### src/rtl/mbd_pkg.sv
`timescale 1ns / 1ps

package mbd_pkg;

    localparam int COMP_W     = 8;
    localparam int SUM_W      = COMP_W + 1;
    localparam int NCOMP      = 4;
    localparam int PAIR_W     = NCOMP * SUM_W;
    localparam int CFG_DATA_W = 11;
    localparam int CFG_IDX_W  = 2;
    localparam int RESET_DIM  = 64;

    typedef enum logic [CFG_IDX_W-1:0] {
        REG_LINE_LENGTH = 2'd0,
        REG_LINE_COUNT  = 2'd1
    } cfg_idx_t;

    typedef logic [NCOMP-1:0][COMP_W-1:0] pixel_t;
    typedef logic [NCOMP-1:0][SUM_W-1:0]  pair_t;

    // what a pixel transaction asks of the filter stage
    typedef struct packed {
        logic wr;
        logic emit;
        logic last;
    } item_ctl_t;

endpackage

### src/rtl/mbd_ctrl.sv
`timescale 1ns / 1ps

module mbd_ctrl #(
    parameter int MAX_LINE_LENGTH = 1024,
    parameter int MAX_LINE_COUNT  = 1024,
    parameter int LEN_W           = $clog2(MAX_LINE_LENGTH + 1),
    parameter int CNT_W           = $clog2(MAX_LINE_COUNT + 1),
    parameter int ADDR_W          = 9
) (
    input  logic                  aclk,
    input  logic                  aresetn,
    input  logic                  restart,
    input  logic [LEN_W-1:0]      line_length,
    input  logic [CNT_W-1:0]      line_count,
    input  logic                  accept,
    input  mbd_pkg::pixel_t       pixel,
    output mbd_pkg::item_ctl_t    ctl,
    output mbd_pkg::pair_t        pair,
    output logic [ADDR_W-1:0]     slot
);

    localparam int COL_W  = (MAX_LINE_LENGTH > 1) ? $clog2(MAX_LINE_LENGTH) : 1;
    localparam int LINE_W = (MAX_LINE_COUNT > 1) ? $clog2(MAX_LINE_COUNT) : 1;

    logic [COL_W-1:0]  col_reg, col_next;
    logic [LINE_W-1:0] line_reg, line_next;
    mbd_pkg::pixel_t   held_reg, held_next;
    logic [LEN_W-1:0]  col_ext, col_inc, even_len;
    logic [CNT_W-1:0]  line_ext, line_inc, even_cnt;
    logic              active;

    assign col_ext  = LEN_W'(col_reg);
    assign line_ext = CNT_W'(line_reg);
    assign col_inc  = col_ext + LEN_W'(1);
    assign line_inc = line_ext + CNT_W'(1);
    assign even_len = {line_length[LEN_W-1:1], 1'b0};
    assign even_cnt = {line_count[CNT_W-1:1], 1'b0};

    assign active   = col_reg[0] && (col_ext < even_len) && (line_ext < even_cnt);
    assign ctl.wr   = active && !line_reg[0];
    assign ctl.emit = active && line_reg[0];
    assign ctl.last = (line_ext == even_cnt - CNT_W'(1)) && (col_ext == even_len - LEN_W'(1));
    assign slot     = ADDR_W'(col_reg >> 1);

    // horizontal pair sums
    always_comb begin
        for (int k = 0; k < mbd_pkg::NCOMP; k++) begin
            pair[k] = {1'b0, held_reg[k]} + {1'b0, pixel[k]};
        end
    end

    always_comb begin
        col_next  = col_reg;
        line_next = line_reg;
        held_next = held_reg;
        if (restart) begin
            col_next  = '0;
            line_next = '0;
        end else if (accept) begin
            if (!col_reg[0]) begin
                held_next = pixel;
            end
            if (col_inc >= line_length) begin
                col_next  = '0;
                line_next = (line_inc >= line_count) ? '0 : LINE_W'(line_inc);
            end else begin
                col_next = COL_W'(col_inc);
            end
        end
    end

    always_ff @(posedge aclk) begin
        if (!aresetn) begin
            col_reg  <= '0;
            line_reg <= '0;
            held_reg <= '0;
        end else begin
            col_reg  <= col_next;
            line_reg <= line_next;
            held_reg <= held_next;
        end
    end

    a_col_in_line: assert property (@(posedge aclk) disable iff (!aresetn)
        col_ext < line_length)
        else $error("column position beyond line length");

    a_line_in_frame: assert property (@(posedge aclk) disable iff (!aresetn)
        line_ext < line_count)
        else $error("line position beyond line count");

    a_restart_clears: assert property (@(posedge aclk) disable iff (!aresetn)
        restart |=> (col_reg == '0) && (line_reg == '0))
        else $error("frame position kept across a register write");

endmodule

### config.mk
export PLATFORM = sky130hd
export DESIGN_NAME = mbd_ctrl
export DESIGN_NICKNAME = d
export VERILOG_FILES = /design/src/rtl/mbd_pkg.sv /design/src/rtl/mbd_ctrl.sv
export SDC_FILE = /design/constraint.sdc
export NUM_CORES = 1
export LEC_CHECK = 0
export BUFFER_PORTS_ARGS = -buffer_cell sky130_fd_sc_hd__buf_2
export CORE_UTILIZATION = 51
export CTS_CLUSTER_DIAMETER = 80
export CTS_CLUSTER_SIZE = 14
export DETAILED_ROUTE_END_ITERATION = 10
export GPL_ROUTABILITY_DRIVEN = 0
export HOLD_SLACK_MARGIN = 0.06
export PLACE_DENSITY = 0.76
export SLEW_MARGIN = 30
export SYNTH_ARGS = -nofsm -noshare
export SYNTH_HDL_FRONTEND = slang
export SYNTH_SLANG_ARGS = --single-unit
### constraint.sdc
create_clock -name aclk -period 5.1 [get_ports aclk]
set_input_delay 1.02 -clock aclk [delete_from_list [all_inputs] [get_ports aclk]]
set_output_delay 1.02 -clock aclk [all_outputs]
set_load 0.01 [all_outputs]
Word-level counts from Yosys, hierarchy flattened
Index checks and enable logic that the tools add are counted.

Bits in registers: 52. Input port bits: 58. Word-level logic and storage cells: 34.

Add/sub/neg operators: 8. Magnitude comparators: 4. Equal/unequal tests: 2. Mux-type cells: 2. Bitwise gates (word level): 3. Reduce and logical (&&, ||, !) cells: 9.

Operators by type and width (count): $add A8 B8 Y9 (4); $add A10 B1 Y11 const B (2); $eq A10 B11 Y1 (2); $ge A11 B11 Y1 (2); $lt A10 B11 Y1 (2); $sub A11 B1 Y11 const B (2); $mux W10 (2); $logic_and A1 B1 Y1 (5); $not A1 Y1 (3); $reduce_and A3 Y1 (1); $reduce_and A2 Y1 (1); $reduce_or A2 Y1 (1); $logic_not A1 Y1 (1).

Longest topological paths before layout
Word-level depth: 4. Mapped depth: 14. Depth with buffers taken out: 13.

Least setup slack after synthesis
OpenSTA, ideal clock, no wires.

Kind: in2out. Start: in line_length[2]. End: out ctl[2] in the netlist's numbering. Arrival time: 2.572 ns. Data required time: 4.080 ns. Slack: 1.508 ns. Cell stages on the path: 8. Path through: inv_1 -> ha_1 -> nor2b_1 -> o21ai_0 -> a21oi_1 -> a2111oi_0 -> nor3_1 -> nor4b_1.

RTL lines: start: declaration (RTL line mbd_ctrl.sv:13) `input logic [LEN_W-1:0] line_length,`; end: declaration (RTL line mbd_ctrl.sv:17) `output mbd_pkg::item_ctl_t ctl,`.

==> impl_metrics.toml <==
[setup_path]
r2r_cells = 13
cp.required_ns = 4.08
startpoint_type = "primary input"
cp.arrival_ns = 2.92
crit_path_end = "ctl[2]"
crit_type = "in2out"
r2r_start = "col_reg[0]"
reg2reg_slack_ns = 1.46
cp-startpoint = "line_count[2]"
cp_max_fo = 3
rr_endpoint = "line_reg[3]"
crit_path_end_kind = "output pin"

[cts]
cts_tree = "done"
post_cts_resized = 0
clkTransAtPathRegs_ns = 0.10
cts_buffers = 5
htreeDepth = 2
cts_setup_buffers = 0
cts_buffer_depth = 2
holdBufCountCts = 0
clkSinkCount = 52
clock_tree.root_cell = "clkbuf_8"
clk_latency_ns = 0.31

[sta]
slew_headroom_pct = 39.4
tightest_slew_ns = 0.909
fin_ws_ns = 1.16
period_minus_slack_ns = 3.94
slew_violations = 0
setup_viol = 0
rsz0062_at_grt = "false"
fin_skew_ns = 0.00608
finalHoldViolCount = 0
fin_crit_sh_pct = 77.3
clock.fmax_ghz = 0.254
tns_ns = 0
hold_slack_ns = 0.472

[pwr]
irDropWorstVdd_v = 0.000130
p_per_area_nw_per_um2 = 176
p_leak_nw = 2.70

[finish]
drive_above_1_share_pct = 17.1
multi_input_area_um2 = 3540
n_fill_cell = 881
diodes = 0
postLayoutCoreUtil_pct = 60.0
area_growth_pct = 13.5
largest_reg_flops = 32
register_area_um2 = 1040
num-nets-final = 856

[synth]
synthCells = 631
ys_ff_latch = 52
ys_seq_area_share_pct = 21.2
synth_flop_cell = "dfxtp_1"
yosysTopAreaCell = "dfxtp_1"
syn_area_um2 = 4910
yosys-top-cells-count = "105 x nand2_1, 76 x ha_1, 52 x dfxtp_1, 52 x inv_1, 45 x xnor2_1"
synth_top_area_share_pct = 21.2
synth_edf_count = 0
yosysWarningCount = 0
yosys.cell_types.count = 49
synth_nets = 769
syn_avg_cell_area_um2 = 7.78
yosysMostFrequentCell = "nand2_1"
synthArstFlopShare_pct = 0
synthTopCellsByArea = "dfxtp_1 21%, ha_1 19%, nand2_1 8.0%"

[global_route]
grt_overflow = 0
grt_usage_pct = 23.0
grt_max_degree = 35
antenna_found_initial = 0
grt_pass1_vias = 4309
grt_pass1_wl_mm = 18.9

[hold_path]
hold_class = "reg2reg"

[floorplan]
rows = 35
core_um2 = 9280
ios = 106
initial_core_util_pct = 52.9
dieArea_um2 = 10000
die_w_um = 100
fp.dieH_um = 100

[detailed_routing]
routed.top_layer = "met4"
drtAntennaViolNets = 0
drt-total-wl_mm = 11.4
post_drt_via_cell_ratio = 5.34
dr.pass1.iters = 4
drc = 0
wl_met1_mm = 5.21
wl_per_cell_um = 13.5
wl_met2_mm = 5.66
drtIter0Drc = 123
routed-wl-met3_um = 422
vias = 4530

[placement]
post-place-ws_ns = 1.19
place_hpwl_mm = 9.22
portBuffers = 105

[status]
status = "completed"

[run]
maxCapViolations = 0
[routing by layer]
layer,vias up,global-route usage (%)
met3,12,3.55
met2,90,41.1
met5,-,0
met1,2102,29.0
li1,2326,-
met4,0,5.91
[report_power, final]
| part | internal (mW) | switching (mW) |
|---|---|---|
| Sequential | 0.420 | 0.0101 |
| Clock | 0.100 | 0.154 |
| Combinational | 0.131 | 0.165 |
[layout make-up]
type                            instances  area share (%)
Multi-Input combinational cell        500            63.5
Sequential cell                        52            18.7
Timing Repair Buffer                  107            9.70
Inverter                               52            3.50
Tap cell                              129            2.90
Clock buffer                            5            1.24
Clock inverter                          3           0.472
[worst max-delay path, stage by stage]
cell,delay (ns)
buf_2,0.10
inv_1,0.07
ha_1,0.28
nor2b_1,0.12
o21ai_0,0.16
a21oi_1,0.09
a2111oi_0,0.42
o21ai_0,0.23
nor4b_1,0.26
buf_2,0.17
[cell families (layout without fill, tap and decap cells)]
group,after synthesis,count (layout),share of synthesized area (%)
compound gates,127,127,17.2
xor+xnor,71,71,12.7
fa+ha+maj,80,80,21.0
buf+inv,79,167,6.76
flops,52,52,21.2
mux,4,4,0.867
simple gates,218,218,20.3
[layout by cell type, fill, tap and decap left out, types with 3 or more instances in the layout]
cell type and count:
ha_1 76, a211oi_1 3, fa_1 4, nand2b_1 7, dfxtp_1 52, buf_2 105, nand3_1 13, nand2_1 104
a21oi_1 25, nand4_1 8, clkbuf_8 5, a21boi_0 35, inv_1 52, and3_1 6, nor2b_1 8, xor2_1 26
o41ai_1 4, nor3_1 14, o22ai_1 7, a21o_1 12, nor2_1 40, nor4_1 4, xnor2_1 45, o21ai_0 26
a32oi_1 3
[worst min-delay path by stage]
stage	slack [ns]	cells past startpoint	endpoint	from
6_report	0.47	2	held_reg[29]	held_reg[29]
3_3_place_gp	0.45	2	held_reg[7]	held_reg[7]
2_1_floorplan	0.45	2	held_reg[26]	held_reg[26]
3_5_place_dp	0.46	2	held_reg[29]	held_reg[29]
5_1_grt	0.50	2	held_reg[0]	held_reg[0]
4_1_cts	0.48	2	held_reg[29]	held_reg[29]
[through the flow]
| step | area, µm² | power (mW) | cells |
|---|---|---|---|
| 3_5_place_dp | 5480 | 0.735 | 840 |
| 2_1_floorplan | 4910 | 0.628 | 631 |
| 6_report | 5570 | 0.981 | 848 |
| 4_1_cts | 5570 | 0.993 | 848 |
| 3_3_place_gp | 5470 | 0.725 | 840 |
| 5_1_grt | 5570 | 1.04 | 848 |
Note: power is estimated with default switching activity, not from simulation.
