<file path="src/rtl/mbd_pkg.sv">
`timescale 1ns / 1ps

package mbd_pkg;

    localparam int COMP_W     = 8;
    localparam int SUM_W      = COMP_W + 1;
    localparam int NCOMP      = 4;
    localparam int PAIR_W     = NCOMP * SUM_W;
    localparam int CFG_DATA_W = 11;
    localparam int CFG_IDX_W  = 2;
    localparam int RESET_DIM  = 64;

    typedef enum logic [CFG_IDX_W-1:0] {
        REG_LINE_LENGTH = 2'd0,
        REG_LINE_COUNT  = 2'd1
    } cfg_idx_t;

    typedef logic [NCOMP-1:0][COMP_W-1:0] pixel_t;
    typedef logic [NCOMP-1:0][SUM_W-1:0]  pair_t;

    // what a pixel transaction asks of the filter stage
    typedef struct packed {
        logic wr;
        logic emit;
        logic last;
    } item_ctl_t;

endpackage

</file>
<file path="src/rtl/mbd_filter.sv">
`timescale 1ns / 1ps

module mbd_filter #(
    parameter int ADDR_W = 9
) (
    input  logic                        aclk,
    input  logic                        aresetn,
    input  logic                        accept,
    input  mbd_pkg::item_ctl_t          ctl,
    input  mbd_pkg::pair_t              pair,
    input  logic [ADDR_W-1:0]           slot,
    output logic                        in_ready,
    output logic                        ram_we,
    output logic [ADDR_W-1:0]           ram_waddr,
    output mbd_pkg::pair_t              ram_wdata,
    input  mbd_pkg::pair_t              ram_rdata,
    output logic                        m_valid,
    input  logic                        m_ready,
    output mbd_pkg::pixel_t             m_pixel,
    output logic                        m_last
);

    logic               s1_valid_reg, s1_valid_next;
    mbd_pkg::item_ctl_t s1_ctl_reg;
    mbd_pkg::pair_t     s1_pair_reg;
    logic [ADDR_W-1:0]  s1_slot_reg;
    logic               out_valid_reg, out_valid_next;
    mbd_pkg::pixel_t    out_pixel_reg, out_pixel_next;
    logic               out_last_reg, out_last_next;
    logic               s1_go;
    logic [mbd_pkg::SUM_W:0] total [mbd_pkg::NCOMP];

    assign s1_go    = s1_valid_reg && (!s1_ctl_reg.emit || !out_valid_reg || m_ready);
    assign in_ready = !s1_valid_reg || s1_go;

    assign ram_we    = s1_go && s1_ctl_reg.wr;
    assign ram_waddr = s1_slot_reg;
    assign ram_wdata = s1_pair_reg;

    // vertical sum and divide by four
    always_comb begin
        for (int k = 0; k < mbd_pkg::NCOMP; k++) begin
            total[k] = {1'b0, ram_rdata[k]} + {1'b0, s1_pair_reg[k]};
        end
    end

    always_comb begin
        s1_valid_next  = s1_valid_reg;
        out_valid_next = out_valid_reg;
        out_pixel_next = out_pixel_reg;
        out_last_next  = out_last_reg;
        if (accept) begin
            s1_valid_next = 1'b1;
        end else if (s1_go) begin
            s1_valid_next = 1'b0;
        end
        if (s1_go && s1_ctl_reg.emit) begin
            out_valid_next = 1'b1;
            out_last_next  = s1_ctl_reg.last;
            for (int k = 0; k < mbd_pkg::NCOMP; k++) begin
                out_pixel_next[k] = total[k][mbd_pkg::SUM_W:2];
            end
        end else if (m_ready) begin
            out_valid_next = 1'b0;
        end
    end

    always_ff @(posedge aclk) begin
        if (!aresetn) begin
            s1_valid_reg  <= 1'b0;
            out_valid_reg <= 1'b0;
        end else begin
            s1_valid_reg  <= s1_valid_next;
            out_valid_reg <= out_valid_next;
        end
    end

    always_ff @(posedge aclk) begin
        if (accept) begin
            s1_ctl_reg  <= ctl;
            s1_pair_reg <= pair;
            s1_slot_reg <= slot;
        end
        out_pixel_reg <= out_pixel_next;
        out_last_reg  <= out_last_next;
    end

    assign m_valid = out_valid_reg;
    assign m_pixel = out_pixel_reg;
    assign m_last  = out_last_reg;

    a_write_or_emit: assert property (@(posedge aclk) disable iff (!aresetn)
        s1_valid_reg |-> !(s1_ctl_reg.wr && s1_ctl_reg.emit))
        else $error("stage item both writes and emits");

    a_stage_holds: assert property (@(posedge aclk) disable iff (!aresetn)
        s1_valid_reg && !s1_go |=> s1_valid_reg && $stable(s1_pair_reg)
            && $stable(s1_ctl_reg))
        else $error("stalled stage item changed");

    a_emit_from_stage: assert property (@(posedge aclk) disable iff (!aresetn)
        !$past(out_valid_reg) && out_valid_reg |-> $past(s1_go && s1_ctl_reg.emit))
        else $error("result appeared without an emitting stage item");

endmodule

</file>
<file path="config.mk">
export PLATFORM = sky130hd
export DESIGN_NAME = mbd_filter
export DESIGN_NICKNAME = d
export VERILOG_FILES = /design/src/rtl/mbd_pkg.sv /design/src/rtl/mbd_filter.sv
export SDC_FILE = /design/constraint.sdc
export NUM_CORES = 1
export LEC_CHECK = 0
export ABC_CLOCK_PERIOD_IN_PS = 2200
export BUFFER_PORTS_ARGS = -buffer_cell sky130_fd_sc_hd__buf_2
export CORE_MARGIN = 2
export CORE_UTILIZATION = 25
export DETAILED_ROUTE_END_ITERATION = 12
export HOLD_SLACK_MARGIN = 0.03
export MAX_ROUTING_LAYER = met4
export PLACE_DENSITY = 0.52
export SLEW_MARGIN = 20
export SYNTH_ARGS = -nofsm -noshare
export SYNTH_HDL_FRONTEND = slang
export SYNTH_SLANG_ARGS = --single-unit
</file>
<file path="constraint.sdc">
create_clock -name aclk -period 2.2 [get_ports aclk]
set_input_delay 0.44 -clock aclk [delete_from_list [all_inputs] [get_ports aclk]]
set_output_delay 0.44 -clock aclk [all_outputs]
set_load 0.02 [all_outputs]
</file>
# Word level (Yosys, flattened, before mapping)
# Index checks and enable logic that the tools add are counted.
[op_classes]
addsub = 4
n_mul = 0
n_div = 0
n_lt_le_gt_ge = 0
eq_ne = 0
shifts = 0
n_mux = 4
n_bitwise = 0
n_reduce_logical = 11
[op_table]
columns = ["op", "count"]
rows = [
  ["$add 9x9->10", 4],
  ["$mux 1", 4],
  ["$reduce_bool 2->1", 2],
  ["$logic_and 1x1->1", 3],
  ["$logic_not 1->1", 3],
  ["$logic_or 1x1->1", 3],
]
[word_totals]
ff_bits = 83
latch_bits = 0
ramBits = 0
mem_bits_ro = 0
in_bits = 88
output_inout_bits = 81
wordCells = 34
mem_count = 0

# Depth between registers and ports, before layout
[logic_depth]
ltp_word = 6
ltp_mapped = 5
depth_no_buf = 5

# Worst setup path after synthesis
# OpenSTA, ideal clock, no wires.
[synth_timing]
path_type = "register to register"
from = "register out_valid_reg (netlist: m_valid)"
to = "register out_last_reg (netlist: m_last) (enable)"
setup_ns = 0.423
t_arrival_ns = 1.956
t_required_ns = 1.777
path_slack_ns = -0.179
path_stages_with_launch = 3
path_buffers = 0
synth_period_minus_slack_ns = 2.379
path_cell_list = "dfxtp_1 > nor2b_1 > nor2_1"
[synth_between]
elab_chain_cells = 5
[synth_rtl]
columns = ["item", "line_no", "source"]
rows = [
  ["start, declared", "mbd_filter.sv:27", "logic out_valid_reg, out_valid_next;"],
  ["start signal, assigned", "mbd_filter.sv:74", "out_valid_reg <= out_valid_next;"],
  ["$logic_not 1->1", "mbd_filter.sv:33", "assign s1_go = s1_valid_reg && (!s1_ctl_reg.emit || !out_valid_reg || m_ready);"],
  ["$logic_or 1x1->1 (2 in a row)", "mbd_filter.sv:33", ""],
  ["$logic_and 1x1->1", "mbd_filter.sv:33", ""],
  ["$logic_and 1x1->1", "mbd_filter.sv:57", "if (s1_go && s1_ctl_reg.emit) begin"],
  ["end signal, assigned", "mbd_filter.sv:85", "out_last_reg <= out_last_next;"],
  ["end, declared", "mbd_filter.sv:29", "logic out_last_reg, out_last_next;"],
]
# No other way between the ends.
# A chain may end at the register's enable or synchronous reset.

==> impl_metrics.ini <==
[outcome]
status = complete, no violations

[placement]
place_area_um2 = 4830
hpwl_mm = 6.61
dpl_worst_slack_ps = 103
port_buffers = 168
place.gp.congestion = 0.853

[route]
route.detailed.drc = 0
first_pass_iters = 4
wirelength_met1_mm = 3.63
wl_per_cell_um = 13.8
routed_wl_mm = 8.37
drtIter0Drc = 57
met2WireLength_mm = 3.99
highest-signal-layer = met4
num_vias = 2619
antenna_left = 0
routed_via_density = 4.31
wl_met3_um = 595

[critical_path]
start_kind = flop
endpoint_kind = flop
r2r_slack_ps = 200
path_max_fanout = 5
crit_start = ram_wdata[33]
required_ps = 2280
crit_arrival_ps = 2080
setup.worst_path.class = flop to flop
reg2reg_from = ram_wdata[33]

[finish]
area.growth.synth_to_final_pct = 39.8
final_util = 0.356
largest_reg_flops = 36
nNetsFinal = 540
design_area_um2 = 5140
diodes = 0
drive_gt1_frac = 0.455

[synthesis]
synth.avg_cell_area_um2 = 15.7
synth_common_cells = 81 x edfxtp_1, 32 x ha_1, 16 x a21oi_1, 16 x xnor2_1
ys_types = 29
synth-edff-count = 81
yosysWarnings = 0
synth.net_count = 354
synth.ff_latch_count = 83
synth_top_area_cell = edfxtp_1
async_flop_share = 0
synthMostInstantiatedCell = edfxtp_1
synth-seq-area-share = 0.673
synth_area_leaders = edfxtp_1 66%, ha_1 11%, xnor2_1 3.8%
netlist_instances = 234
synth_top_area_share = 0.662
syn-cell-area_um2 = 3670
synth_ff_type = edfxtp_1

[cts]
root_buffer = clkbuf_16
postCtsResizedCells = 0
clockBufferDepth = 2
clk_latency_ps = 330
numCtsBuffers = 9
holdBufCountCts = 0
cts_setup_buffers = 0
clk_pin_slew_ps = 60
htreeDepth = 3
tritoncts = built
clock_sink_count = 83

[global_route]
grt_max_degree = 35
gr-total-overflow = 0
grt_pass1_wl_mm = 13.5
grtUsageTotal = 0.114
antenna_found_initial = 0
first_global_vias = 2787

[sta]
slew_viol_final = 0
worstMarginPinSlew_ps = 445
finalCritPeriodShare = 0.907
max_slew_margin = 0.701
finalHoldViolations = 0
setup_viol = 0
fin_skew_ps = 3.45
fin_crit_ps = 2000
setup-tns-final_ps = 0
fmax_mhz = 501
rsz0062_at_grt = false
layout_setup_ws_ps = 204

[floorplan]
core_region_area_um2 = 14400
design.die.area_um2 = 15700
start_util = 0.255
rows = 44
io_pins = 169
die_x_um = 125
dieHeight_um = 125

[worst_hold_path]
hold_class = input port to flop
hold_path.startpoint = slot[8]

[power]
p_total_w = 0.00430
p_leak_nw = 2.27
ir_drop_v = 0.000387
pwr_density_cell_nw_per_um2 = 838

[flow_run]
cap_violations = 0
[worst max-delay path, cell delays in order (launching register included)]
cell	delay [ps]
edfxtp_1	410
ha_1	380
and2_4	170
a221o_1	360
a221oi_2	340
o21bai_1	90
[per-layer routing]
layer / track usage / vias to the layer above
li1: - / 1291
met1: 0.128 / 1224
met2: 0.183 / 91
met3: 0.0445 / 13
met4: 0.0431 / 0
met5: - / -
[logic make-up (layout without fill, tap and decap cells)]
logic type,count (synthesis),after routing,share of synthesized area
DFF,83,83,0.673
buffers and inverters,4,194,0.00409
and+or+nand+nor,41,41,0.0548
AOI/OAI and AO/OA,51,51,0.104
adders and majority gates,32,32,0.109
xor gates and xnor gates,23,23,0.0548
[layout by cell type, fill, tap and decap left out, drive strengths merged, types with 5 or more instances in the layout]
cell    synthesis  routed
a21o           12      12
a21oi          16      16
a221oi          5       5
and3            7       7
buf             0     175
clkbuf          0       9
edfxtp         81      81
ha             32      32
nand2           9       9
nor2           12      12
xnor2          16      16
xor2            7       7
[final cells by class]
cell class,count,area [um^2]
clock buffers,9,225
clock inverters,6,81.3
fillers,1435,9290
inverters,4,15.0
multi-input cells,147,1190
flip-flops and latches,83,2470
well taps,184,230
repair buffers,175,918
[worst paths after layout]
kind                  end  cells after the start
min          ram_waddr[8]                      1
max           m_pixel[31]                      5
max reg2reg   m_pixel[31]                      5
min reg2reg        m_last                      0
[report_power, final]
part	leakage (nW)	internal (W)	switching, W
clock	0.149	0.000980	0.000601
sequential	0.789	0.00190	0.0000447
combinational	1.34	0.000341	0.000443
total	2.27	0.00322	0.00109
[through the flow]
step | hold WS, ps | instances
5_1_grt | 253 | 608
3_5_place_dp | 409 | 593
6_report | 277 | 608
2_1_floorplan | 400 | 234
3_3_place_gp | 405 | 593
4_1_cts | 259 | 608
No activity file was read; power rests on OpenSTA's default activity.
