**config.mk**
```make
export PLATFORM = sky130hd
export DESIGN_NAME = mbd_cfg
export DESIGN_NICKNAME = d
export VERILOG_FILES = /design/src/rtl/mbd_pkg.sv /design/src/rtl/mbd_cfg.sv
export SDC_FILE = /design/constraint.sdc
export NUM_CORES = 1
export LEC_CHECK = 0
export CORE_UTILIZATION = 59
export CTS_BUF_LIST = sky130_fd_sc_hd__clkbuf_16
export DETAILED_ROUTE_END_ITERATION = 16
export DONT_BUFFER_PORTS = 1
export PLACE_DENSITY = 0.75
export SLEW_MARGIN = 40
export SYNTH_ARGS = -nofsm -noshare
export SYNTH_HDL_FRONTEND = slang
export SYNTH_SLANG_ARGS = --single-unit
export TNS_END_PERCENT = 20
```
**constraint.sdc**
```tcl
create_clock -name aclk -period 1.4 [get_ports aclk]
set_clock_uncertainty 0.15 [all_clocks]
set_input_delay 0.21 -clock aclk [delete_from_list [all_inputs] [get_ports aclk]]
set_output_delay 0.21 -clock aclk [all_outputs]
set_load 0.03 [all_outputs]
```
**src/rtl/mbd_pkg.sv**
```systemverilog
`timescale 1ns / 1ps

package mbd_pkg;

    localparam int COMP_W     = 8;
    localparam int SUM_W      = COMP_W + 1;
    localparam int NCOMP      = 4;
    localparam int PAIR_W     = NCOMP * SUM_W;
    localparam int CFG_DATA_W = 11;
    localparam int CFG_IDX_W  = 2;
    localparam int RESET_DIM  = 64;

    typedef enum logic [CFG_IDX_W-1:0] {
        REG_LINE_LENGTH = 2'd0,
        REG_LINE_COUNT  = 2'd1
    } cfg_idx_t;

    typedef logic [NCOMP-1:0][COMP_W-1:0] pixel_t;
    typedef logic [NCOMP-1:0][SUM_W-1:0]  pair_t;

    // what a pixel transaction asks of the filter stage
    typedef struct packed {
        logic wr;
        logic emit;
        logic last;
    } item_ctl_t;

endpackage

```
**src/rtl/mbd_cfg.sv**
```systemverilog
`timescale 1ns / 1ps

module mbd_cfg #(
    parameter int MAX_LINE_LENGTH = 1024,
    parameter int MAX_LINE_COUNT  = 1024,
    parameter int LEN_W           = $clog2(MAX_LINE_LENGTH + 1),
    parameter int CNT_W           = $clog2(MAX_LINE_COUNT + 1)
) (
    input  logic                           aclk,
    input  logic                           aresetn,
    input  logic                           cfg_valid,
    input  logic [mbd_pkg::CFG_IDX_W-1:0]  cfg_index,
    input  logic [mbd_pkg::CFG_DATA_W-1:0] cfg_data,
    output logic [LEN_W-1:0]               line_length,
    output logic [CNT_W-1:0]               line_count,
    output logic                           restart
);

    localparam int LEN_RST = (MAX_LINE_LENGTH < mbd_pkg::RESET_DIM) ?
                             MAX_LINE_LENGTH : mbd_pkg::RESET_DIM;
    localparam int CNT_RST = (MAX_LINE_COUNT < mbd_pkg::RESET_DIM) ?
                             MAX_LINE_COUNT : mbd_pkg::RESET_DIM;

    logic [LEN_W-1:0] line_length_reg, line_length_next;
    logic [CNT_W-1:0] line_count_reg, line_count_next;
    logic [31:0]      data_ext;
    logic [31:0]      len_clamped;
    logic [31:0]      cnt_clamped;

    assign data_ext = 32'(cfg_data);

    // zero acts as one, large values saturate
    always_comb begin
        if (data_ext == 32'd0) begin
            len_clamped = 32'd1;
            cnt_clamped = 32'd1;
        end else begin
            len_clamped = (data_ext > 32'(MAX_LINE_LENGTH)) ? 32'(MAX_LINE_LENGTH) : data_ext;
            cnt_clamped = (data_ext > 32'(MAX_LINE_COUNT)) ? 32'(MAX_LINE_COUNT) : data_ext;
        end
    end

    always_comb begin
        line_length_next = line_length_reg;
        line_count_next  = line_count_reg;
        restart          = 1'b0;
        if (cfg_valid) begin
            unique case (cfg_index)
                mbd_pkg::REG_LINE_LENGTH: begin
                    line_length_next = LEN_W'(len_clamped);
                    restart          = 1'b1;
                end
                mbd_pkg::REG_LINE_COUNT: begin
                    line_count_next = CNT_W'(cnt_clamped);
                    restart         = 1'b1;
                end
                default: begin
                    restart = 1'b0;
                end
            endcase
        end
    end

    always_ff @(posedge aclk) begin
        if (!aresetn) begin
            line_length_reg <= LEN_W'(LEN_RST);
            line_count_reg  <= CNT_W'(CNT_RST);
        end else begin
            line_length_reg <= line_length_next;
            line_count_reg  <= line_count_next;
        end
    end

    assign line_length = line_length_reg;
    assign line_count  = line_count_reg;

endmodule

```
# After elaboration in Yosys (flattened, before gate mapping)
# Cells that the tools add are included.
dict set report totals {
  ff_bits 22
  inputBits 16
  out_inout_bits 23
  elab_cells 13
}
dict set report op_classes {
  order_cmp 1
  n_eq_ne 1
  muxes 4
  n_reduce_logical 5
}
# operator n
set ops {}
lappend ops {{$logic_not 32->1} 1}
lappend ops {{$mux 11} 2}
lappend ops {{$gt 11x11->1 const B} 1}
lappend ops {{$reduce_and 2->1} 2}
lappend ops {{$eq 2x1->1 const B} 1}
lappend ops {{$logic_not 2->1} 1}
lappend ops {{$mux 1} 2}
lappend ops {{$reduce_or 2->1} 1}

# Depth between registers and ports, before layout
# Gate-level depths: netlist of the first run.
dict set report depth {
  depth_word 4
  depth_mapped 4
  ltp_nobuf 3
}

# Worst setup path after synthesis of the first run
# Ideal clock, no wire load.
dict set report synth_path {
  path_kind {input -> register}
  start {input cfg_index[1] (netlist bit)}
  end {register line_length_reg[7], in the netlist line_length[7]}
  arrival_ps 943
  required_time_ps 1127
  setup_slack_ps 184
  stages 4
  n_path_buf 1
  cell_sequence {or3b_1 > buf_2 > o21ai_4 > a21oi_1}
}
dict set report synth_between {
  elab_chain_len 2
}
# item line
set synth_rtl {}
lappend synth_rtl {{from (decl)} mbd_cfg.sv:12} ;# input logic [mbd_pkg::CFG_IDX_W-1:0] cfg_index,
lappend synth_rtl {{$logic_not 2->1} mbd_cfg.sv:48} ;# unique case (cfg_index)
lappend synth_rtl {{$reduce_and 2->1 (no source line)} n/a}
lappend synth_rtl {{to (signal assigned)} mbd_cfg.sv:66} ;# line_length_reg <= LEN_W'(LEN_RST);
lappend synth_rtl {{to (signal assigned)} mbd_cfg.sv:69} ;# line_length_reg <= line_length_next;
lappend synth_rtl {{to (decl)} mbd_cfg.sv:24} ;# logic [LEN_W-1:0] line_length_reg, line_length_next;
# Every way passes these cells.
# A chain may end at the register's enable or synchronous reset.

==> out/qor.csv, run 1 <==
stage,metric,value,unit
run_status,outcome,"finished, final reports clean",
floorplan,num_rows,13,
grt,antenna_found_initial,0,
final_layout,final_area,1080,um^2
power_and_ir_drop,p_per_area,1270,nW/um^2
clock_tree,clockBufferDepth,2,
critical_path,critical_path_arrival,1.14,ns
final_layout,fillers,102,
clock_tree,cts_setup_buffers,0,
critical_path,path_max_fanout,2,
clock_tree,clkTransAtPathRegs,0.06,ns
critical_path,reg2reg_depth,2,
critical_path,crit_start,line_length[3],
timing,hold_ws,0.00437,ns
grt,grt_overflow,0,
floorplan,start_util,0.670,
floorplan,die_w,41.4,um
critical_path,timing.rr.end,line_length[3],
logic_synthesis,ys_seq_elements,22,
critical_path,reg2reg_slack,0.26,ns
min_path,hp-class,input port to flop,
detailed_routing,vias,747,
floorplan,coreArea,1370,um^2
logic_synthesis,ys_seq_area_frac,0.481,
floorplan,die_area,1710,um^2
critical_path,crit_path_start_kind,flop,
timing,final-hold-violation-count,0,
logic_synthesis,netlist_top_cells_area,"dfxtp_1, nand2_1, a21boi_0",
floorplan,dieHeight,41.4,um
detailed_routing,drc_errors,0,
min_path,min_from,cfg_data[10],
clock_tree,cts_sinks,22,
clock_tree,cts_inserted_buffers,3,
placement,hpwl,1370,um
logic_synthesis,synth_warnings,0,
clock_tree,tritoncts,built,
logic_synthesis,syn-num-nets,118,
clock_tree,insertion_delay,0.24,ns
detailed_routing,drt-wirelength-per-cell,15.9,um
logic_synthesis,synth_area_per_cell,8.98,um^2
timing,finalSetupTns,0,ns
logic_synthesis,synth_top_area_cell,dfxtp_1,
placement,place.gp.congestion,0.771,
placement,numPortBuffers,0,
timing,setup_viol_count_final,0,
power_and_ir_drop,p_leak,0.397,nW
clock_tree,cts-root-buf,clkbuf_16,
final_layout,diodes,0,
clock_tree,htree_levels,1,
power_and_ir_drop,ir_worst_vdd,0.000775,V
detailed_routing,wirelength,2010,um
floorplan,pin_count,39,
timing,period_share,0.814,
timing,maxSlewViolCount,0,
logic_synthesis,yosysTopAreaCellShare,0.481,
min_path,hold_end,line_count[1],
final_layout,syn2layout_area_growth,18.0,%
grt,grt_max_degree,16,
critical_path,cp.required,1.40,ns
final_layout,drive_gt1_frac,0.0901,
logic_synthesis,synth_area,916,um^2
run,max_cap_viol_count,0,
critical_path,endpoint_kind,flop,
placement,place_area,953,um^2
critical_path,r2r_start,line_length[3],
timing,period_minus_slack,1.14,ns
timing,max_freq,0.877,GHz
grt,grtUsageTotal,0.253,
detailed_routing,viasPerCell,5.93,
timing,maxSlewHeadroom,0.652,
final_layout,final_nets,129,
logic_synthesis,syn-instance-count,102,
timing,worstMarginPinSlew,0.523,ns
detailed_routing,drtPass1Iterations,4,
grt,grt_pass1_wl,3350,um
grt,grt_pass1_vias,740,
min_path,whs_path_depth,3,
critical_path,setup.worst_path.class,flop to flop,
timing,rsz0062_at_grt,false,
detailed_routing,final_antenna_net_count,0,
logic_synthesis,yosysUniqueCellTypes,22,
detailed_routing,first_iter_violations,20,
## cell type report
class	count	area, um^2	area share
clock buffers	3	75.1	0.0694
repair buffers	10	90.1	0.0833
well taps	15	18.8	0.0174
inverters	1	3.75	0.00347
flip-flops and latches	22	440	0.407
multi-input cells	75	453	0.419
## worst max path at each step
| stage | depth (start not counted) | to |
|---|---|---|
| 6_report | 2 | line_length[3] |
| 5_1_grt | 2 | line_length[3] |
| 2_1_floorplan | 4 | line_length[7] |
| 3_5_place_dp | 3 | line_length[7] |
| 4_1_cts | 3 | line_length[0] |
| 3_3_place_gp | 3 | line_length[8] |
## synth_stat cells
cell	count
a211oi_1	2
a21boi_0	12
a21oi_1	6
a31oi_1	1
and3b_1	1
buf_2	3
clkbuf_1	1
dfxtp_1	22
inv_1	1
mux2i_1	6
nand2_1	27
nand3b_1	1
nand4_1	1
nand4b_1	1
nor2_1	3
nor2b_1	7
nor3_1	1
nor3b_2	1
nor4_1	1
o211ai_1	2
o21ai_4	1
or3b_1	1
## cell usage in the layout (no fill, tap or decap)
cell            synthesis  final
and3b_1                 1      1
nand4b_1                1      1
dfxtp_1                22     22
nor2_1                  3      3
o211ai_1                2      2
nand3b_1                1      1
dlymetal6s4s_1          0      1
nor4_1                  1      1
a21oi_1                 6      6
inv_1                   1      1
dlygate4sd3_1           0      4
a211oi_1                2      2
or3b_1                  1      1
nor3_1                  1      1
nand4_1                 1      1
buf_4                   0      5
nor3b_2                 1      1
a31oi_1                 1      1
a21boi_0               12     12
nand2_1                27     27
mux2i_1                 6      6
clkbuf_16               0      3
nor2b_1                 7      7
o21ai_4                 1      1
## kinds of logic after synthesis
logic type | share of synthesized area
buffers and inverters | 0.0246
AOI/OAI and AO/OA | 0.189
DFF | 0.481
and+or+nand+nor | 0.240
muxes | 0.0656
## worst max-delay path: stages (launching register included)
cell and delay, ns:
dfxtp_1 0.50, nand2_1 0.13, a21boi_0 0.26
## repair_timing
action                                  in CTS  in global routing
endpoints found under the setup margin       0                  7
endpoints found under the hold margin       21                  0
resized for setup                            0                  1
hold buffers                                 5                  0
## power breakdown
| group | switching [mW] | internal [mW] | leakage (nW) |
|---|---|---|---|
| Sequential | 0.0433 | 0.646 | 0.179 |
| Clock | 0.200 | 0.376 | 0.0370 |
| Combinational | 0.0599 | 0.0512 | 0.182 |
| Total | 0.303 | 1.07 | 0.397 |
## layer usage
layer  part of all wire  wire, um  GRT usage
met1               0.42       846      0.316
met2               0.49       985      0.403
met3              0.069       138     0.0826
met4              0.018        36     0.0968
met5                  0         0          0
## metrics by stage
stage          std cells  power (mW)  worst slack, ns  utilization
3_5_place_dp         118       0.794           0.0495        0.698
5_1_grt              126        1.42            0.209        0.791
4_1_cts              126        1.38          0.00929        0.789
2_1_floorplan        102       0.776            0.184            -
3_3_place_gp         118       0.792           0.0768        0.698
6_report             126        1.38            0.260        0.791
Power figures use the tool's default switching activity.
==> run 2, diff against run 1 <==
Clock period 1.4 ns to 1.1 ns, I/O delays scaled along.
==> out/qor.csv, run 2 (same netlist as run 1, synthesis figures left out) <==
stage,metric,value,unit
run_status,outcome,"complete, but fails checks",
run_status,violations,"negative hold slack, negative setup slack",
timing,final-hold-violation-count,18,
power_and_ir_drop,ir_worst_vdd,0.00114,V
final_layout,final_nets,150,
timing,fin_ws,-0.0516,ns
timing,period_share,1.05,
clock_tree,clockBufferDepth,2,
clock_tree,cts_hold_buf,3,
placement,dp_slack,-0.212,ns
run,max_cap_viol_count,0,
critical_path,path_max_fanout,2,
timing,period_minus_slack,1.15,ns
clock_tree,cts_inserted_buffers,3,
floorplan,num_rows,13,
critical_path,slowest_stage,dfxtp_1,
clock_tree,cts_sinks,22,
detailed_routing,wirelength,3680,um
timing,maxSlewHeadroom,0.765,
final_layout,fin_util,0.940,
grt,grt_pass1_wl,4970,um
detailed_routing,final_antenna_net_count,0,
critical_path,endpoint_kind,primary output,
timing,rsz0062_at_grt,true,
final_layout,fillers,44,
min_path,hp-class,input port to flop,
power_and_ir_drop,total_power,1.89,mW
grt,grt_max_degree,18,
min_path,whs_path_depth,1,
critical_path,slowest_delay,0.38,ns
timing,worstMarginPinSlew,0.352,ns
floorplan,die_w,41.4,um
min_path,hold_end,line_length[6],
detailed_routing,drc_errors,0,
final_layout,mostFrequentLayoutCell,nand2_1,
timing,max_freq,0.868,GHz
timing,setup_viol_count_final,7,
min_path,min_from,aresetn,
floorplan,pin_count,39,
detailed_routing,drtPass1Iterations,4,
final_layout,syn2layout_area_growth,40.2,%
clock_tree,clkTransAtPathRegs,0.06,ns
detailed_routing,first_iter_violations,69,
placement,numPortBuffers,0,
critical_path,setup.worst_path.class,flop to primary output,
final_layout,final_cell_mix,"nand2_1, buf_4, dfxtp_1, a21boi_0, nor2b_1",
critical_path,timing.rr.end,line_count[0],
clock_tree,cts-root-buf,clkbuf_16,
critical_path,crit_buf_inv,1,
placement,place_area,1130,um^2
detailed_routing,drt-wirelength-per-cell,24.8,um
clock_tree,htree_levels,1,
placement,place.gp.congestion,0.769,
floorplan,die_area,1710,um^2
timing,maxSlewViolCount,0,
critical_path,cp.depth,1,
critical_path,reg2reg_slack,0.12,ns
floorplan,start_util,0.670,
floorplan,dieHeight,41.4,um
placement,hpwl,1670,um
critical_path,r2r_start,line_count[0],
final_layout,final_area,1280,um^2
grt,grt_overflow,0,
grt,grtUsageTotal,0.385,
clock_tree,tritoncts,built,
critical_path,critical_path_arrival,0.84,ns
detailed_routing,vias,1048,
critical_path,reg2reg_depth,2,
floorplan,coreArea,1370,um^2
critical_path,crit_path_start_kind,flop,
detailed_routing,viasPerCell,7.08,
timing,hold_ws,-0.130,ns
critical_path,cp.required,0.78,ns
power_and_ir_drop,p_per_area,1470,nW/um^2
critical_path,path_cells,buf_4,
critical_path,cpLargestDelayFamily,flip-flops,
final_layout,drive_gt1_frac,0.286,
power_and_ir_drop,p_leak,0.511,nW
grt,antenna_found_initial,0,
grt,grt_pass1_vias,968,
final_layout,diodes,0,
clock_tree,insertion_delay,0.26,ns
[run 2: per-layer routing]
| metal | up-vias | track usage | routed length (um) |
|---|---|---|---|
| met4 | 0 | 0.213 | 337 |
| li1 | 416 | - | - |
| met3 | 44 | 0.109 | 485 |
| met5 | - | 0 | 0 |
| met1 | 472 | 0.451 | 1170 |
| met2 | 116 | 0.628 | 1680 |
[run 2: power by group]
| part | internal [mW] | switching [mW] |
|---|---|---|
| clock network | 0.487 | 0.321 |
| registers | 0.822 | 0.0188 |
| logic | 0.0970 | 0.141 |
| total | 1.41 | 0.481 |
[run 2: how the worst max path moves through the flow]
stage	startpoint	to	slack [ns]
floorplan	cfg_index[1]	line_length[7]	-0.06
global placement	cfg_data[8]	line_length[8]	-0.14
detailed placement	cfg_data[8]	line_length[9]	-0.21
CTS	line_count[2]	line_count[2]	0.009
global route	line_length[2]	line_length[2]	-0.04
finish	line_count[0]	line_count[0]	-0.05
[run 2: area by class of cell]
class,count,area [um^2],area share
tap,15,18.8,0.0146
inverter,1,3.75,0.00292
clock inverter,1,3.75,0.00292
sequential,22,443,0.345
timing repair buffer,31,264,0.206
multi-input combinational,75,475,0.370
clock buffer,3,75.1,0.0585
[run 2: timing repair]
item                                    4_1_cts  5_1_grt
endpoints found under the hold margin        22       17
resized for setup                             0        9
endpoints found under the setup margin        0       14
setup buffers                                 0        1
[run 2: stage by stage]
stage	setup TNS, ns	instances
after floorplan	-0.256	102
after global placement	-1.45	140
after detailed placement	-2.08	140
after CTS	0	147
after global routing	-0.150	148
final	-0.199	148
==> run 3, diff against run 2 <==
Settings changed: RECOVER_POWER set to 50.
==> out/qor.csv, run 3 (same netlist as run 1, synthesis figures left out) <==
stage,metric,value,unit
grt,grt_overflow,0,
power_and_ir_drop,total_power,1.88,mW
detailed_routing,vias,1044,
grt,grtUsageTotal,0.385,
power_and_ir_drop,p_seq_frac,0.446,
timing,maxSlewViolCount,0,
timing,hold_ws,-0.127,ns
placement,place_area,1130,um^2
floorplan,die_w,41.4,um
grt,grt_max_degree,18,
critical_path,setup.worst_path.class,flop to primary output,
final_layout,final_nets,150,
placement,place.gp.congestion,0.769,
clock_tree,tritoncts,built,
timing,worstMarginPinSlew,0.429,ns
final_layout,final_area,1280,um^2
critical_path,slowest_delay,0.39,ns
power_and_ir_drop,intPower,1.40,mW
floorplan,coreArea,1370,um^2
floorplan,dieHeight,41.4,um
timing,max_freq,0.864,GHz
timing,final-hold-violation-count,18,
floorplan,pin_count,39,
power_and_ir_drop,ir_worst_vdd,0.00113,V
timing,period_minus_slack,1.16,ns
floorplan,die_area,1710,um^2
placement,hpwl,1670,um
min_path,hp-class,input port to flop,
power_and_ir_drop,netSwitchingPower,0.480,mW
floorplan,num_rows,13,
detailed_routing,viasPerCell,7.05,
run,max_cap_viol_count,0,
final_layout,fin_util,0.937,
timing,rsz0062_at_grt,true,
run_status,violations,"negative hold slack, negative setup slack",
placement,dp.cells,140,
critical_path,crit_path_start_kind,flop,
critical_path,critical_path_arrival,0.84,ns
clock_tree,cts-root-buf,clkbuf_16,
final_layout,diodes,0,
clock_tree,clockBufferDepth,2,
clock_tree,cts_sinks,22,
critical_path,slowest_stage,dfxtp_1,
final_layout,syn2layout_area_growth,39.8,%
detailed_routing,drc_errors,0,
detailed_routing,wirelength,3670,um
timing,period_share,1.05,
detailed_routing,drt-wirelength-per-cell,24.8,um
grt,antenna_found_initial,0,
power_and_ir_drop,p_leak,0.507,nW
final_layout,final_cell_mix,"nand2_1, buf_4, dfxtp_1, a21boi_0, nor2b_1",
detailed_routing,final_antenna_net_count,0,
timing,fin_ws,-0.0569,ns
floorplan,start_util,0.670,
critical_path,crit_buf_inv,1,
critical_path,path_max_fanout,2,
power_and_ir_drop,p_per_area,1470,nW/um^2
clock_tree,cts_inserted_buffers,3,
critical_path,endpoint_kind,primary output,
clock_tree,htree_levels,1,
power_and_ir_drop,power_frac_comb,0.125,
clock_tree,cts_hold_buf,3,
placement,numPortBuffers,0,
clock_tree,clkTransAtPathRegs,0.06,ns
detailed_routing,first_iter_violations,70,
clock_tree,insertion_delay,0.26,ns
critical_path,path_cells,buf_4,
critical_path,cp.required,0.78,ns
power_and_ir_drop,p_clk_frac,0.429,
power_and_ir_drop,switching_share,0.255,
grt,grt_pass1_vias,968,
grt,grt_pass1_wl,4970,um
final_layout,mostFrequentLayoutCell,nand2_1,
final_layout,fin_cells,148,
timing,setup_viol_count_final,7,
timing,maxSlewHeadroom,0.715,
critical_path,cpLargestDelayFamily,flip-flops,
run_status,outcome,"complete, but fails checks",
final_layout,drive_gt1_frac,0.278,
detailed_routing,drtPass1Iterations,5,
==> run 3: worst paths after layout <==
path / slack [ns] / depth (start not counted) / to / start
setup / recovery: -0.06 / 1 / line_count[0] / line_count[0]
hold / removal: -0.13 / 1 / line_length[6] / aresetn
setup reg to reg: 0.11 / 2 / line_count[0] / line_count[0]
hold reg to reg: 0.34 / 2 / line_count[4] / line_count[4]
==> run 3: layout make-up <==
cell class	instances	area [um^2]
inverter	1	3.75
multi-input combinational	75	475
timing repair buffer	31	260
clock buffer	3	75.1
sequential	22	443
fill	45	86.3
tap	15	18.8
clock inverter	1	3.75
==> run 3: worst register-to-register path: cells and delay by family, from the launching register on <==
family	cells	cell delay, ns
DFF	1	0.39
and+or+nand+nor	1	0.10
AOI/OAI and AO/OA	1	0.25
==> run 3: through the flow <==
stage / worst slack [ns] / setup TNS (ns)
floorplan: -0.0597 / -0.256
global placement: -0.135 / -1.45
detailed placement: -0.212 / -2.08
CTS: 0.00931 / 0
global route: -0.0415 / -0.150
finish: -0.0569 / -0.193
==> run 3: per-layer routing <==
layer / global-route usage / share of wire / vias up
met1: 0.451 / 0.33 / 479
met2: 0.628 / 0.46 / 107
met4: 0.213 / 0.094 / 0
li1: - / - / 418
met5: 0 / 0 / -
met3: 0.109 / 0.12 / 40
==> run 3: timing repair <==
item                                    CTS  global route
hold endpoints to repair                 22            17
endpoints found under the setup margin    0            14
gates resized for setup                   0             9
buffers inserted                          0             1
==> run 3: power groups by stage <==
stage	Sequential, mW	Combinational, mW	Clock [mW]
after CTS	0.835	0.215	0.753
after floorplan	0.899	0.0906	0
after detailed placement	0.852	0.202	0
after global placement	0.850	0.195	0
final	0.841	0.236	0.808
after global routing	0.841	0.243	0.816
